`config.mk`:
```
export PLATFORM = sky130hd
export DESIGN_NAME = linear_probe_hash_table
export DESIGN_NICKNAME = d
export VERILOG_FILES = /design/src/hw/rtl/lpht_pkg.sv /design/src/hw/rtl/lpht_rem.sv /design/src/hw/rtl/lpht_store.sv /design/src/hw/rtl/linear_probe_hash_table.sv
export SDC_FILE = /design/constraint.sdc
export NUM_CORES = 1
export LEC_CHECK = 0
export BUFFER_PORTS_ARGS = -buffer_cell sky130_fd_sc_hd__buf_2
export CORE_UTILIZATION = 56
export DETAILED_ROUTE_END_ITERATION = 6
export PLACE_DENSITY = 0.75
export SYNTH_ARGS = -nofsm -noshare
export SYNTH_HDL_FRONTEND = slang
export SYNTH_HIERARCHICAL = 1
export SYNTH_SLANG_ARGS = --single-unit
```
`constraint.sdc`:
```
create_clock -name aclk -period 6.1 [get_ports aclk]
set_input_delay 0 -clock aclk [delete_from_list [all_inputs] [get_ports aclk]]
set_output_delay 0 -clock aclk [all_outputs]
set_load 0.05 [all_outputs]
```
`src/hw/rtl/lpht_pkg.sv`:
```
// ----------------------------------------------------------------------------
// lpht_pkg: shared types and constants for the linear probing hash table
// Field widths, action and status codes, and the layout of one slot entry.
// ----------------------------------------------------------------------------
`timescale 1ns / 1ps
`default_nettype none

package lpht_pkg;

    localparam int KEY_W        = 31;
    localparam int ACTION_W     = 2;
    localparam int STATUS_W     = 3;
    localparam int POSITION_W   = 5;
    localparam int COUNT_W      = 6;
    localparam int TS_W         = 6;
    localparam int MAX_SLOTS_DEF = 32;
    localparam logic [TS_W-1:0] TS_RESET = 6'd32;

    typedef enum logic [ACTION_W-1:0] {
        ACT_SEARCH = 2'd0,
        ACT_INSERT = 2'd1,
        ACT_DELETE = 2'd2,
        ACT_CLEAR  = 2'd3
    } action_t;

    localparam logic [STATUS_W-1:0] STAT_OK        = 3'd0;
    localparam logic [STATUS_W-1:0] STAT_NOT_FOUND = 3'd1;
    localparam logic [STATUS_W-1:0] STAT_FULL      = 3'd2;
    localparam logic [STATUS_W-1:0] STAT_PRESENT   = 3'd3;
    localparam logic [STATUS_W-1:0] STAT_EMPTY     = 3'd4;

    // One slot of the store.
    typedef struct packed {
        logic             ever_used;
        logic             occupied;
        logic [KEY_W-1:0] key;
    } entry_t;

endpackage

`default_nettype wire

```
`src/hw/rtl/lpht_rem.sv`:
```
// ----------------------------------------------------------------------------
// lpht_rem: serial remainder unit
// Restoring remainder of a key by the table size, one key bit per cycle.
// ----------------------------------------------------------------------------
`timescale 1ns / 1ps
`default_nettype none

module lpht_rem (
    input  wire logic                       aclk,
    input  wire logic                       aresetn,
    input  wire logic                       start,
    input  wire logic [lpht_pkg::KEY_W-1:0] dividend,
    input  wire logic [lpht_pkg::TS_W-1:0]  divisor,
    output logic                            done,
    output logic [lpht_pkg::TS_W-1:0]       remainder
);
    import lpht_pkg::*;

    localparam int STEP_W = $clog2(KEY_W);

    logic              busy_reg, busy_next;
    logic              done_reg, done_next;
    logic [STEP_W-1:0] step_reg, step_next;
    logic [KEY_W-1:0]  dvd_reg, dvd_next;
    logic [TS_W-1:0]   part_reg, part_next;
    logic [TS_W:0]     trial;

    always_comb begin
        busy_next = busy_reg;
        done_next = 1'b0;
        step_next = step_reg;
        dvd_next  = dvd_reg;
        part_next = part_reg;
        trial     = {part_reg, dvd_reg[KEY_W-1]};
        if (start) begin
            busy_next = 1'b1;
            step_next = '0;
            dvd_next  = dividend;
            part_next = '0;
        end else if (busy_reg) begin
            // The partial remainder stays below the divisor, so one subtract suffices.
            if (trial >= {1'b0, divisor}) begin
                part_next = TS_W'(trial - {1'b0, divisor});
            end else begin
                part_next = trial[TS_W-1:0];
            end
            dvd_next  = {dvd_reg[KEY_W-2:0], 1'b0};
            step_next = step_reg + 1'b1;
            if (step_reg == STEP_W'(KEY_W - 1)) begin
                busy_next = 1'b0;
                done_next = 1'b1;
            end
        end
    end

    always_ff @(posedge aclk) begin
        if (!aresetn) begin
            busy_reg <= 1'b0;
            done_reg <= 1'b0;
        end else begin
            busy_reg <= busy_next;
            done_reg <= done_next;
        end
        step_reg <= step_next;
        dvd_reg  <= dvd_next;
        part_reg <= part_next;
    end

    assign done      = done_reg;
    assign remainder = part_reg;

endmodule

`default_nettype wire

```
`src/hw/rtl/lpht_store.sv`:
```
// ----------------------------------------------------------------------------
// lpht_store: slot memory
// One write port and one read port with registered read data.
// ----------------------------------------------------------------------------
`timescale 1ns / 1ps
`default_nettype none

module lpht_store #(
    parameter int MAX_SLOTS = lpht_pkg::MAX_SLOTS_DEF
) (
    input  wire logic                     aclk,
    input  wire logic                     wr_en,
    input  wire logic [$clog2(MAX_SLOTS)-1:0] wr_addr,
    input  wire lpht_pkg::entry_t         wr_data,
    input  wire logic                     rd_en,
    input  wire logic [$clog2(MAX_SLOTS)-1:0] rd_addr,
    output lpht_pkg::entry_t              rd_data
);
    import lpht_pkg::*;

    entry_t mem [MAX_SLOTS];
    entry_t rd_data_reg;

    always_ff @(posedge aclk) begin
        if (wr_en) begin
            mem[wr_addr] <= wr_data;
        end
        if (rd_en) begin
            rd_data_reg <= mem[rd_addr];
        end
    end

    assign rd_data = rd_data_reg;

endmodule

`default_nettype wire

```
`src/hw/rtl/linear_probe_hash_table.sv`:
```
// ----------------------------------------------------------------------------
// linear_probe_hash_table: open addressing hash table with linear probing
// Search, insert, delete and clear of 31-bit keys in a slot memory.
// ----------------------------------------------------------------------------
// Search, delete and insert first compute the serial key mod n, where n is the
// effective table size, then probe one slot per cycle; insert walks once for the
// key and once more for a free slot. Clear writes every slot of the store, and a
// refusal by count alone goes straight to the response. One request is in flight;
// the next is taken once the result is registered. After reset a clearing pass
// writes every slot with s_ready low; configuration writes are taken during it.
`timescale 1ns / 1ps
`default_nettype none

module linear_probe_hash_table #(
    parameter int MAX_SLOTS = lpht_pkg::MAX_SLOTS_DEF
) (
    input  wire logic                          aclk,
    input  wire logic                          aresetn,
    // Configuration: table size.
    input  wire logic                          cfg_valid,
    output logic                               cfg_ready,
    input  wire logic [lpht_pkg::TS_W-1:0]     cfg_table_size,
    // Request channel.
    input  wire logic                          s_valid,
    output logic                               s_ready,
    input  wire logic [lpht_pkg::ACTION_W-1:0] s_action,
    input  wire logic [lpht_pkg::KEY_W-1:0]    s_key,
    // Result channel.
    output logic                               m_valid,
    input  wire logic                          m_ready,
    output logic [lpht_pkg::STATUS_W-1:0]      m_status,
    output logic [lpht_pkg::POSITION_W-1:0]    m_position,
    output logic [lpht_pkg::COUNT_W-1:0]       m_stored_count
);
    import lpht_pkg::*;

    localparam int IDX_W = $clog2(MAX_SLOTS);
    localparam int CNT_W = $clog2(MAX_SLOTS + 1);
    localparam int CMP_W = (CNT_W > TS_W) ? CNT_W : TS_W;

    // SWEEP clears the store, HASH waits for the home slot, FIND walks for
    // the key, PLACE walks for the first free slot on insert, RESP hands the
    // result to the output register.
    typedef enum logic [2:0] {
        ST_IDLE,
        ST_SWEEP,
        ST_HASH,
        ST_FIND,
        ST_PLACE,
        ST_RESP
    } state_t;

    state_t              state_reg, state_next;
    action_t             action_reg, action_next;
    logic [KEY_W-1:0]    key_reg, key_next;
    logic [IDX_W-1:0]    home_reg, home_next;
    logic [IDX_W-1:0]    pos_reg, pos_next;
    logic [TS_W-1:0]     probe_reg, probe_next;
    logic [CNT_W-1:0]    count_reg, count_next;
    logic [STATUS_W-1:0] status_reg, status_next;
    logic [IDX_W-1:0]    resp_pos_reg, resp_pos_next;
    logic                clear_pend_reg, clear_pend_next;
    logic [IDX_W-1:0]    sweep_addr_reg, sweep_addr_next;
    logic [TS_W-1:0]     table_size_reg;

    logic                  m_valid_reg, m_valid_next;
    logic [STATUS_W-1:0]   m_status_reg, m_status_next;
    logic [POSITION_W-1:0] m_position_reg, m_position_next;
    logic [COUNT_W-1:0]    m_count_reg, m_count_next;

    logic [TS_W-1:0]  eff_size;
    logic [TS_W-1:0]  rem;
    logic             rem_start;
    logic             rem_done;
    logic             mem_wr_en;
    logic [IDX_W-1:0] mem_wr_addr;
    entry_t           mem_wr_data;
    logic             mem_rd_en;
    logic [IDX_W-1:0] mem_rd_addr;
    entry_t           entry;
    logic [IDX_W-1:0] pos_adv;
    logic             last_probe;
    logic             key_hit;

    // The table size in use: zero acts as one, and it never exceeds the store.
    always_comb begin
        if (table_size_reg == '0) begin
            eff_size = TS_W'(1);
        end else if (CMP_W'(table_size_reg) > CMP_W'(MAX_SLOTS)) begin
            eff_size = TS_W'(MAX_SLOTS);
        end else begin
            eff_size = table_size_reg;
        end
    end

    lpht_rem u_rem (
        .aclk      (aclk),
        .aresetn   (aresetn),
        .start     (rem_start),
        .dividend  (key_reg),
        .divisor   (eff_size),
        .done      (rem_done),
        .remainder (rem)
    );

    lpht_store #(
        .MAX_SLOTS (MAX_SLOTS)
    ) u_store (
        .aclk    (aclk),
        .wr_en   (mem_wr_en),
        .wr_addr (mem_wr_addr),
        .wr_data (mem_wr_data),
        .rd_en   (mem_rd_en),
        .rd_addr (mem_rd_addr),
        .rd_data (entry)
    );

    // The probe wraps from the last slot in use back to slot 0. The memory read
    // for the next slot is issued in the same cycle that the current one is
    // checked, so a walk moves one slot per cycle.
    assign pos_adv    = (CMP_W'(pos_reg) + CMP_W'(1) == CMP_W'(eff_size)) ? '0
                                                                          : pos_reg + 1'b1;
    assign last_probe = (probe_reg + 1'b1 == eff_size);
    assign key_hit    = entry.occupied && (entry.key == key_reg);

    assign s_ready   = (state_reg == ST_IDLE);
    assign cfg_ready = 1'b1;

    always_comb begin
        state_next      = state_reg;
        action_next     = action_reg;
        key_next        = key_reg;
        home_next       = home_reg;
        pos_next        = pos_reg;
        probe_next      = probe_reg;
        count_next      = count_reg;
        status_next     = status_reg;
        resp_pos_next   = resp_pos_reg;
        clear_pend_next = clear_pend_reg;
        sweep_addr_next = sweep_addr_reg;
        m_valid_next    = m_valid_reg;
        m_status_next   = m_status_reg;
        m_position_next = m_position_reg;
        m_count_next    = m_count_reg;
        rem_start       = 1'b0;
        mem_wr_en       = 1'b0;
        mem_wr_addr     = pos_reg;
        mem_wr_data     = '0;
        mem_rd_en       = 1'b0;
        mem_rd_addr     = pos_reg;

        if (m_valid_reg && m_ready) begin
            m_valid_next = 1'b0;
        end

        case (state_reg)
            ST_IDLE: begin
                if (s_valid) begin
                    action_next   = action_t'(s_action);
                    key_next      = s_key;
                    resp_pos_next = '0;
                    case (action_t'(s_action))
                        ACT_CLEAR: begin
                            count_next      = '0;
                            sweep_addr_next = '0;
                            clear_pend_next = 1'b1;
                            status_next     = STAT_OK;
                            state_next      = ST_SWEEP;
                        end
                        ACT_INSERT: begin
                            // A full count refuses the insert before any probing.
                            if (CMP_W'(count_reg) >= CMP_W'(eff_size)) begin
                                status_next = STAT_FULL;
                                state_next  = ST_RESP;
                            end else begin
                                state_next  = ST_HASH;
                            end
                        end
                        ACT_DELETE: begin
                            if (count_reg == '0) begin
                                status_next = STAT_EMPTY;
                                state_next  = ST_RESP;
                            end else begin
                                state_next  = ST_HASH;
                            end
                        end
                        default: begin
                            state_next = ST_HASH;
                        end
                    endcase
                    // The remainder unit picks up the key in the next cycle.
                    if (state_next == ST_HASH) begin
                        probe_next = '0;
                    end
                end
            end

            ST_SWEEP: begin
                mem_wr_en   = 1'b1;
                mem_wr_addr = sweep_addr_reg;
                mem_wr_data = '0;
                if (sweep_addr_reg == IDX_W'(MAX_SLOTS - 1)) begin
                    clear_pend_next = 1'b0;
                    state_next      = clear_pend_reg ? ST_RESP : ST_IDLE;
                end else begin
                    sweep_addr_next = sweep_addr_reg + 1'b1;
                end
            end

            ST_HASH: begin
                // Start the remainder on entry; key_reg is loaded by then.
                if (!rem_done && probe_reg != '1) begin
                    rem_start  = 1'b1;
                    probe_next = '1;
                end
                if (rem_done) begin
                    home_next   = IDX_W'(rem);
                    pos_next    = IDX_W'(rem);
                    probe_next  = '0;
                    mem_rd_en   = 1'b1;
                    mem_rd_addr = IDX_W'(rem);
                    state_next  = ST_FIND;
                end
            end

            ST_FIND: begin
                if (!entry.ever_used || (!key_hit && last_probe)) begin
                    // The key is not in the table.
                    if (action_reg == ACT_INSERT) begin
                        pos_next    = home_reg;
                        probe_next  = '0;
                        mem_rd_en   = 1'b1;
                        mem_rd_addr = home_reg;
                        state_next  = ST_PLACE;
                    end else begin
                        status_next = STAT_NOT_FOUND;
                        state_next  = ST_RESP;
                    end
                end else if (key_hit) begin
                    case (action_reg)
                        ACT_INSERT: begin
                            status_next = STAT_PRESENT;
                        end
                        ACT_DELETE: begin
                            // Leave a tombstone: used, no longer occupied.
                            mem_wr_en   = 1'b1;
                            mem_wr_addr = pos_reg;
                            mem_wr_data = '{ever_used: 1'b1, occupied: 1'b0, key: key_reg};
                            count_next    = count_reg - 1'b1;
                            status_next   = STAT_OK;
                            resp_pos_next = pos_reg;
                        end
                        default: begin
                            status_next   = STAT_OK;
                            resp_pos_next = pos_reg;
                        end
                    endcase
                    state_next = ST_RESP;
                end else begin
                    pos_next    = pos_adv;
                    probe_next  = probe_reg + 1'b1;
                    mem_rd_en   = 1'b1;
                    mem_rd_addr = pos_adv;
                end
            end

            ST_PLACE: begin
                if (!entry.occupied) begin
                    // Empty slots and tombstones both take the key.
                    mem_wr_en     = 1'b1;
                    mem_wr_addr   = pos_reg;
                    mem_wr_data   = '{ever_used: 1'b1, occupied: 1'b1, key: key_reg};
                    count_next    = count_reg + 1'b1;
                    status_next   = STAT_OK;
                    resp_pos_next = pos_reg;
                    state_next    = ST_RESP;
                end else if (last_probe) begin
                    status_next = STAT_FULL;
                    state_next  = ST_RESP;
                end else begin
                    pos_next    = pos_adv;
                    probe_next  = probe_reg + 1'b1;
                    mem_rd_en   = 1'b1;
                    mem_rd_addr = pos_adv;
                end
            end

            ST_RESP: begin
                // The output register frees up when its result is taken.
                if (!m_valid_reg || m_ready) begin
                    m_valid_next    = 1'b1;
                    m_status_next   = status_reg;
                    m_position_next = POSITION_W'(resp_pos_reg);
                    m_count_next    = COUNT_W'(count_reg);
                    state_next      = ST_IDLE;
                end
            end

            default: begin
                state_next = ST_IDLE;
            end
        endcase
    end

    always_ff @(posedge aclk) begin
        if (!aresetn) begin
            state_reg      <= ST_SWEEP;
            sweep_addr_reg <= '0;
            clear_pend_reg <= 1'b0;
            count_reg      <= '0;
            m_valid_reg    <= 1'b0;
            table_size_reg <= TS_RESET;
        end else begin
            state_reg      <= state_next;
            sweep_addr_reg <= sweep_addr_next;
            clear_pend_reg <= clear_pend_next;
            count_reg      <= count_next;
            m_valid_reg    <= m_valid_next;
            if (cfg_valid) begin
                table_size_reg <= cfg_table_size;
            end
        end
        action_reg     <= action_next;
        key_reg        <= key_next;
        home_reg       <= home_next;
        pos_reg        <= pos_next;
        probe_reg      <= probe_next;
        status_reg     <= status_next;
        resp_pos_reg   <= resp_pos_next;
        m_status_reg   <= m_status_next;
        m_position_reg <= m_position_next;
        m_count_reg    <= m_count_next;
    end

    assign m_valid        = m_valid_reg;
    assign m_status       = m_status_reg;
    assign m_position     = m_position_reg;
    assign m_stored_count = m_count_reg;

endmodule

`default_nettype wire
```
# Word level (Yosys, flattened, before mapping)
# Memories as Yosys holds them, arrays and structs flattened. A register that Yosys moved wholly into a read port is not among the register bits.
# Index checks and enable logic that the tools add are counted.
word_totals:
  out_inout_bits: 17
  word_cells: 203
  memories: 1
  ram_bits: 1056
  input_bits: 44
  ff_bits: 137
mem_list:
  columns: ["name", "depth", "word_bits", "rd", "rd_ports_with_merged_regs", "wr", "line_no", "text"]
  rows:
  - ["u_store.mem", 32, 33, 1, 1, 1, "lpht_store.sv:21", "entry_t mem [MAX_SLOTS];"]
op_classes:
  order_cmp: 3
  bitwise_logic: 2
  n_reduce_logical: 28
  n_addsub: 8
  mux: 100
  eq_ne: 40
ops:
  columns: ["operator", "count"]
  rows:
  - ["2-to-1 mux 33 bit", 4]
  - ["2-to-1 mux 6 bit", 18]
  - ["2-to-1 mux 5 bit", 16]
  - ["case mux 33 bit (2 select lines)", 1]
  - ["2-to-1 mux 3 bit", 21]
  - ["2-to-1 mux 31 bit", 2]
  - ["equality test 31 bit", 1]
  - ["case mux 5 bit (3 select lines)", 2]
  - ["case mux 3 bit (3 select lines)", 3]
  - ["2-to-1 mux 1 bit", 25]
  - ["case mux 6 bit (4 select lines)", 1]
  - ["!= test 3 bit (second input constant)", 7]
  - ["!= test 2 bit (second input constant)", 9]
  - ["case mux 3 bit (6 select lines)", 1]
  - ["case mux 6 bit (3 select lines)", 1]
  - ["AND reduction 8 bit", 2]
  - ["adder 5 x 1 -> 5 bit (second input constant)", 3]
  - ["adder 6 x 1 -> 6 bit (second input constant)", 2]
  - ["equality test 6 bit", 2]
  - ["logical NOT 6 bit", 2]
  - ["AND reduction 6 bit", 2]
  - ["equality test 5 bit (second input constant)", 2]
  - ["!= test 2 x 1 -> 1 bit (second input constant)", 5]
  - ["case mux 5 bit (2 select lines)", 1]
  - ["other kinds (29)", 48]

# Longest topological paths before layout
logic_depth:
  depth_word: 12
  ltp_mapped: 18
  ltp_nobuf: 14

# Modules after synthesis
# The synthesis kept the hierarchy.
by_module_without_submodules:
  columns: ["mod", "seq_area_each_um2", "cells_per_inst", "instances", "area_each_um2"]
  rows:
  - ["lpht_store", 32701.4, 2332, 1, 42144.2]
  - ["linear_probe_hash_table", 2522.4, 531, 1, 5435.2]
  - ["lpht_rem", 1191.1, 169, 1, 2155.8]

# Worst setup path after synthesis
# OpenSTA, ideal clock, no wires.
synth_timing:
  path_kind: "register to register"
  startpoint: "reg state_reg[2]"
  endpoint: "mem u_store/mem[28][0] (netlist bit), enable pin"
  path_stages_with_launch: 9
  period_less_slack_ps: 4685
  arrival_time_ps: 4262
  setup_ps: 423
  required_ps: 5677
  path_buffers: 2
  slack_ps: 1415
  cell_sequence: "dfxtp_1 > clkbuf_1 > nand2_1 > nor2_1 > a41o_1 > nand2b_1 > or3b_2 > clkbuf_1 > nor2_1"
synth_between:
  elab_chain_len: 4
  elab_cells_between_ends: 7
  classes_between: "eq/ne (3); mux (4)"
synth_lines:
  columns: ["element", "line_no", "text"]
  rows:
  - ["start, declared", "linear_probe_hash_table.sv:53", "state_t state_reg, state_next;"]
  - ["start signal, assigned", "linear_probe_hash_table.sv:314", "state_reg <= state_next;"]
  - ["equality test 3 bit, or another cell as far along", "linear_probe_hash_table.sv:156", "case (state_reg)"]
  - ["case mux 1 bit (3 select lines) *", "linear_probe_hash_table.sv:156", null]
  - ["net mem_wr_en", "linear_probe_hash_table.sv:75", "logic mem_wr_en;"]
  - ["2-to-1 mux 1 bit *", "lpht_store.sv:25", "if (wr_en) begin"]
  - ["2-to-1 mux 1 bit (not written as such) *", "lpht_store.sv:26", "mem[wr_addr] <= wr_data;"]
  - ["end, declared", "lpht_store.sv:21", null]
# The timed path passes the listed nets; every way through them passes the cells marked *.

# Final worst setup path
layout_timing:
  startpoint: "reg key_reg[13]"
  endpoint: "reg u_store/rd_data[17] (netlist name)"
layout_between:
  elab_chain_len: 7
  elab_cells_between_ends: 11
  classes_between: "eq/ne (1); mux (6); reduce/logical (4)"
layout_lines:
  columns: ["element", "line_no", "text"]
  rows:
  - ["start, declared", "linear_probe_hash_table.sv:55", "logic [KEY_W-1:0] key_reg, key_next;"]
  - ["start signal, assigned", "linear_probe_hash_table.sv:324", "key_reg <= key_next;"]
  - ["equality test 31 bit *", "linear_probe_hash_table.sv:124", "assign key_hit = entry.occupied && (entry.key == key_reg);"]
  - ["logical AND 1 bit *", "linear_probe_hash_table.sv:124", null]
  - ["logical NOT 1 bit", "linear_probe_hash_table.sv:227", "if (!entry.ever_used || (!key_hit && last_probe)) begin"]
  - ["logical AND 1 bit", "linear_probe_hash_table.sv:227", null]
  - ["logical OR 1 bit", "linear_probe_hash_table.sv:227", null]
  - ["2-to-1 mux 5 bit *", null, null]
  - ["case mux 5 bit (3 select lines) *", null, null]
  - ["net mem_rd_addr[2]", "linear_probe_hash_table.sv:79", "logic [IDX_W-1:0] mem_rd_addr;"]
# Marks and branches as above.
# A chain may end at the register's enable or synchronous reset.

==> impl_results.md <==
* Status: finished, violations left
* Violated checks: DRC
* Layout area overhead at 13.18%
* Synth top area share at 71.61%
* Synth async-reset ratio at 0%
* Fraction of the yosys area taken by sequential cells at 73.22%
* Critical R2R Launch: key_reg[13]$_DFFE_PP_
* GRT overflow at 0
* Cell area after layout at 0.05629 mm^2
* WP data arrival at 5.96 ns
* Critical R2R Capture: u_store/rd_data[17]$_DFFE_PP_
* Cell Count Post-Placement at between 4k and 5k
* Row cnt at 108
* R2R setup slack at around 0.53 ns
* Synthesized area at 0.04974 mm^2
* Routed WL per cell at roughly 29 um
* Top_reg_cell synth: edfxtp_1
* Via density at ~6.5
* Switching part of the total power at 19.95%
* First-pass GRT wire length at 186900 um
* Residual DRC at 5
* WP data required at 6.49 ns
* Mapped Avg Cell Area at 16.40 um^2
* Min-Delay Path Depth at 2
* Worst VDD drop at 0.0002502 V
* DP Area at roughly 0.052 mm^2
* Fmax achieved at approximately 180 MHz
* CP Max Fanout at 42
* Clock sink count at 1226
* Comb power frac at 2.1%
* Number of global-route vias before repair at 28.40k
* Core area at about 0.09 mm^2
* FF+latch count, synth at 1226
* Final HPWL DP at 69990 um
* Fin. Hold Viols at 0
* Largest net degree at the start of global routing at 69
* Die footprint at about 0.09 mm^2
* Compound-Gate Fraction of Synth Area at 5.857%
* Yosys warning count at 6
* PD cells at roughly 290 mW/mm^2
* Post-synth EDFFs at 1186
* Commonest non-fill, non-tap cell in the layout: edfxtp_1
* Worst-path clk slew at 0.07 ns
* Leading area contributor after synthesis: edfxtp_1
* Slew HR at 17.96%
* Worst hold path class: primary input to register
* Fin crit share at 91.35%
* RSZ-0062 raised after global routing: false
* Hold_sp: s_key[26]
* Clock Latency Late Sink at 0.71 ns
* Power Total at approximately 17 mW
* Worst-Margin Slew at 1.231 ns
* Internal Dissipation at 13.24 mW
* Dominant cells by area after synthesis: edfxtp_1, mux2i_1, dfxtp_1
* Simple-gate share of the synthesized area at under 10%
* Syn_nets at 3105
* Leakage power at 16.97 nW
* Initial Util at 56.89%
* Clock Root Buffer: clkbuf_16
* Largest family of logic cells by synthesized area: multiplexers
* Commonest cells after routing, fill and taps aside: edfxtp_1, mux2i_1, nand2_1
* Initial DRC count at 3428
* Adder-Cell Fraction of Synth Area at 0.7597%
* Tmin final at between 5 and 6 ns
* Die Y at 300.0 um
* Width of the die at 300.0 um
* Reg2Reg Depth at 15
* Netlist cell types at 88
* First-pass DRT Iterations at 7
* Final-stage net count at 3270
* Max-cap violations at 0
* IO Count at 61
* Final Non-Filler Cells at 4447
* Max reg flops at around 1.1k
* Share of post-route cells with drive strength above 1 at between 10% and 20%
* Final setup viols at 0
* Maximum buffer depth of the clock tree at 3
* # diodes at 0
* Min-Delay Endpoint: key_reg[26]$_DFFE_PP_
* Clock buffer count from CTS at 115
* Nature of the critical path endpoint: register
* Setup TNS at 0 ns
* Mapped Cells at between 3k and 4k
* Total global-route track usage at 28.50%
* Gpl congestion at 0.8868
* DR vias at 28.81k
* Port buffer count at 59
* Mux share of post-synthesis cell area at 11.59%
* Initial antenna violation count at 2
* Synth Area in XOR/XNOR at under 10%
* Crit path launch type: register
* H-tree lvl count at 3
* Total wire length at around 130000 um
* Final Max Slew Viols at 0
* Clk pwr share at a little over two fifths
* Skew final at between 0.05 and 0.06 ns
* Antenna-violating nets left at 0
* Worst Path Class, Setup: register to register
* Core Util, Final at 64.39%
* Switch Pwr at around 3.3 mW
* CTS tree: done
* Register share of total power at 55.7%
==> kinds of logic after synthesis <==
family / count (synthesis)
multiplexers: 572
buffers and inverters: 204
adder cells (fa/ha/maj): 29
XOR/XNOR: 57
other: 1
flip-flops: 1226
AO/OA/AOI/OAI: 420
AND/OR/NAND/NOR: 523
==> what timing repair did <==
item	CTS	global route
buffers inserted	0	0
hold endpoints to repair	73	0
gates resized for setup	0	0
hold buffers	62	0
==> per-layer routing <==
| metal | wire, um | global-route usage [%] |
|---|---|---|
| met5 | 13 | 0 |
| met2 | 61190 | 46.24 |
| met3 | 13280 | 4.805 |
| met4 | 5895 | 12.20 |
| met1 | 47720 | 38.30 |
==> stage by stage <==
step	hold WS [ns]	worst slack (ns)
2_1_floorplan	0.09887	1.415
3_3_place_gp	0.1760	0.8017
3_5_place_dp	0.1781	0.7473
4_1_cts	0.004446	0.6907
5_1_grt	0.01579	0.4168
6_report	0.007837	0.5279
==> power by group through the flow <==
stage / clock network, mW / registers, mW / logic [mW]
floorplan: 0 / 9.38 / 0.173
global placement: 0 / 9.38 / 0.291
detailed placement: 0 / 9.39 / 0.303
CTS: 7.02 / 9.21 / 0.338
global route: 7.37 / 9.21 / 0.362
finish: 6.99 / 9.21 / 0.344
==> synth_stat cells, types with 3 or more instances <==
cell type / count
a31oi_1: 38
clkbuf_1: 60
or3b_2: 4
nand3b_1: 10
or3_1: 3
xor2_1: 10
nor3_1: 45
o211ai_1: 6
dfxtp_1: 40
nor2_1: 78
mux2i_1: 540
buf_4: 24
nor2b_1: 20
ha_1: 27
nor4_1: 3
a21oi_1: 118
xnor2_1: 44
and2_1: 38
nand2b_1: 8
o21ai_0: 28
nand3_1: 121
nand4_1: 12
o31ai_1: 4
a21o_1: 5
buf_2: 42
inv_1: 35
buf_6: 25
o21bai_1: 3
a22o_1: 68
and3_1: 4
edfxtp_1: 1186
a22oi_1: 100
buf_8: 4
or4_1: 3
a21boi_0: 4
buf_1: 11
o21ai_1: 7
mux2_2: 32
o21a_1: 4
a211oi_1: 4
nand2_1: 157
==> how the worst max path moves through the flow <==
stage	slack [ns]	depth (start not counted)	end	startpoint
6_report	0.53	15	u_store/rd_data[17]$_DFFE_PP_	key_reg[13]$_DFFE_PP_
4_1_cts	0.69	15	u_store/rd_data[0]$_DFFE_PP_	key_reg[13]$_DFFE_PP_
3_3_place_gp	0.80	15	u_store/rd_data[1]$_DFFE_PP_	key_reg[13]$_DFFE_PP_
3_5_place_dp	0.75	15	u_store/rd_data[0]$_DFFE_PP_	key_reg[13]$_DFFE_PP_
2_1_floorplan	1.41	8	u_store/mem[28][0]$_DFFE_PP_	state_reg[2]$_SDFFE_PN0P_
5_1_grt	0.42	15	u_store/rd_data[17]$_DFFE_PP_	key_reg[13]$_DFFE_PP_
==> area by class of cell <==
class / instances / area [um^2]
Sequential cell: 1226 / 36410
Fill cell: 5770 / 31140
Multi-Input combinational cell: 1602 / 12480
Clock buffer: 136 / 2957
Timing Repair Buffer: 216 / 2155
Tap cell: 1155 / 1445
Clock inverter: 76 / 706.9
Inverter: 36 / 135.1
==> critical path, cell delays in order, from the launching register on <==
cell	delay [ns]
edfxtp_1	0.46
xnor2_1	0.62
nand4_1	0.41
nor4_1	0.44
buf_4	0.23
and2_1	0.42
o21ai_4	0.20
nand4bb_1	0.23
and3_1	0.17
o21ai_1	0.52
nor2b_4	0.42
buf_12	0.32
a22o_1	0.19
nor3_1	0.05
a31oi_1	0.38
nand3_1	0.16
No activity file was read; power rests on OpenSTA's default activity.
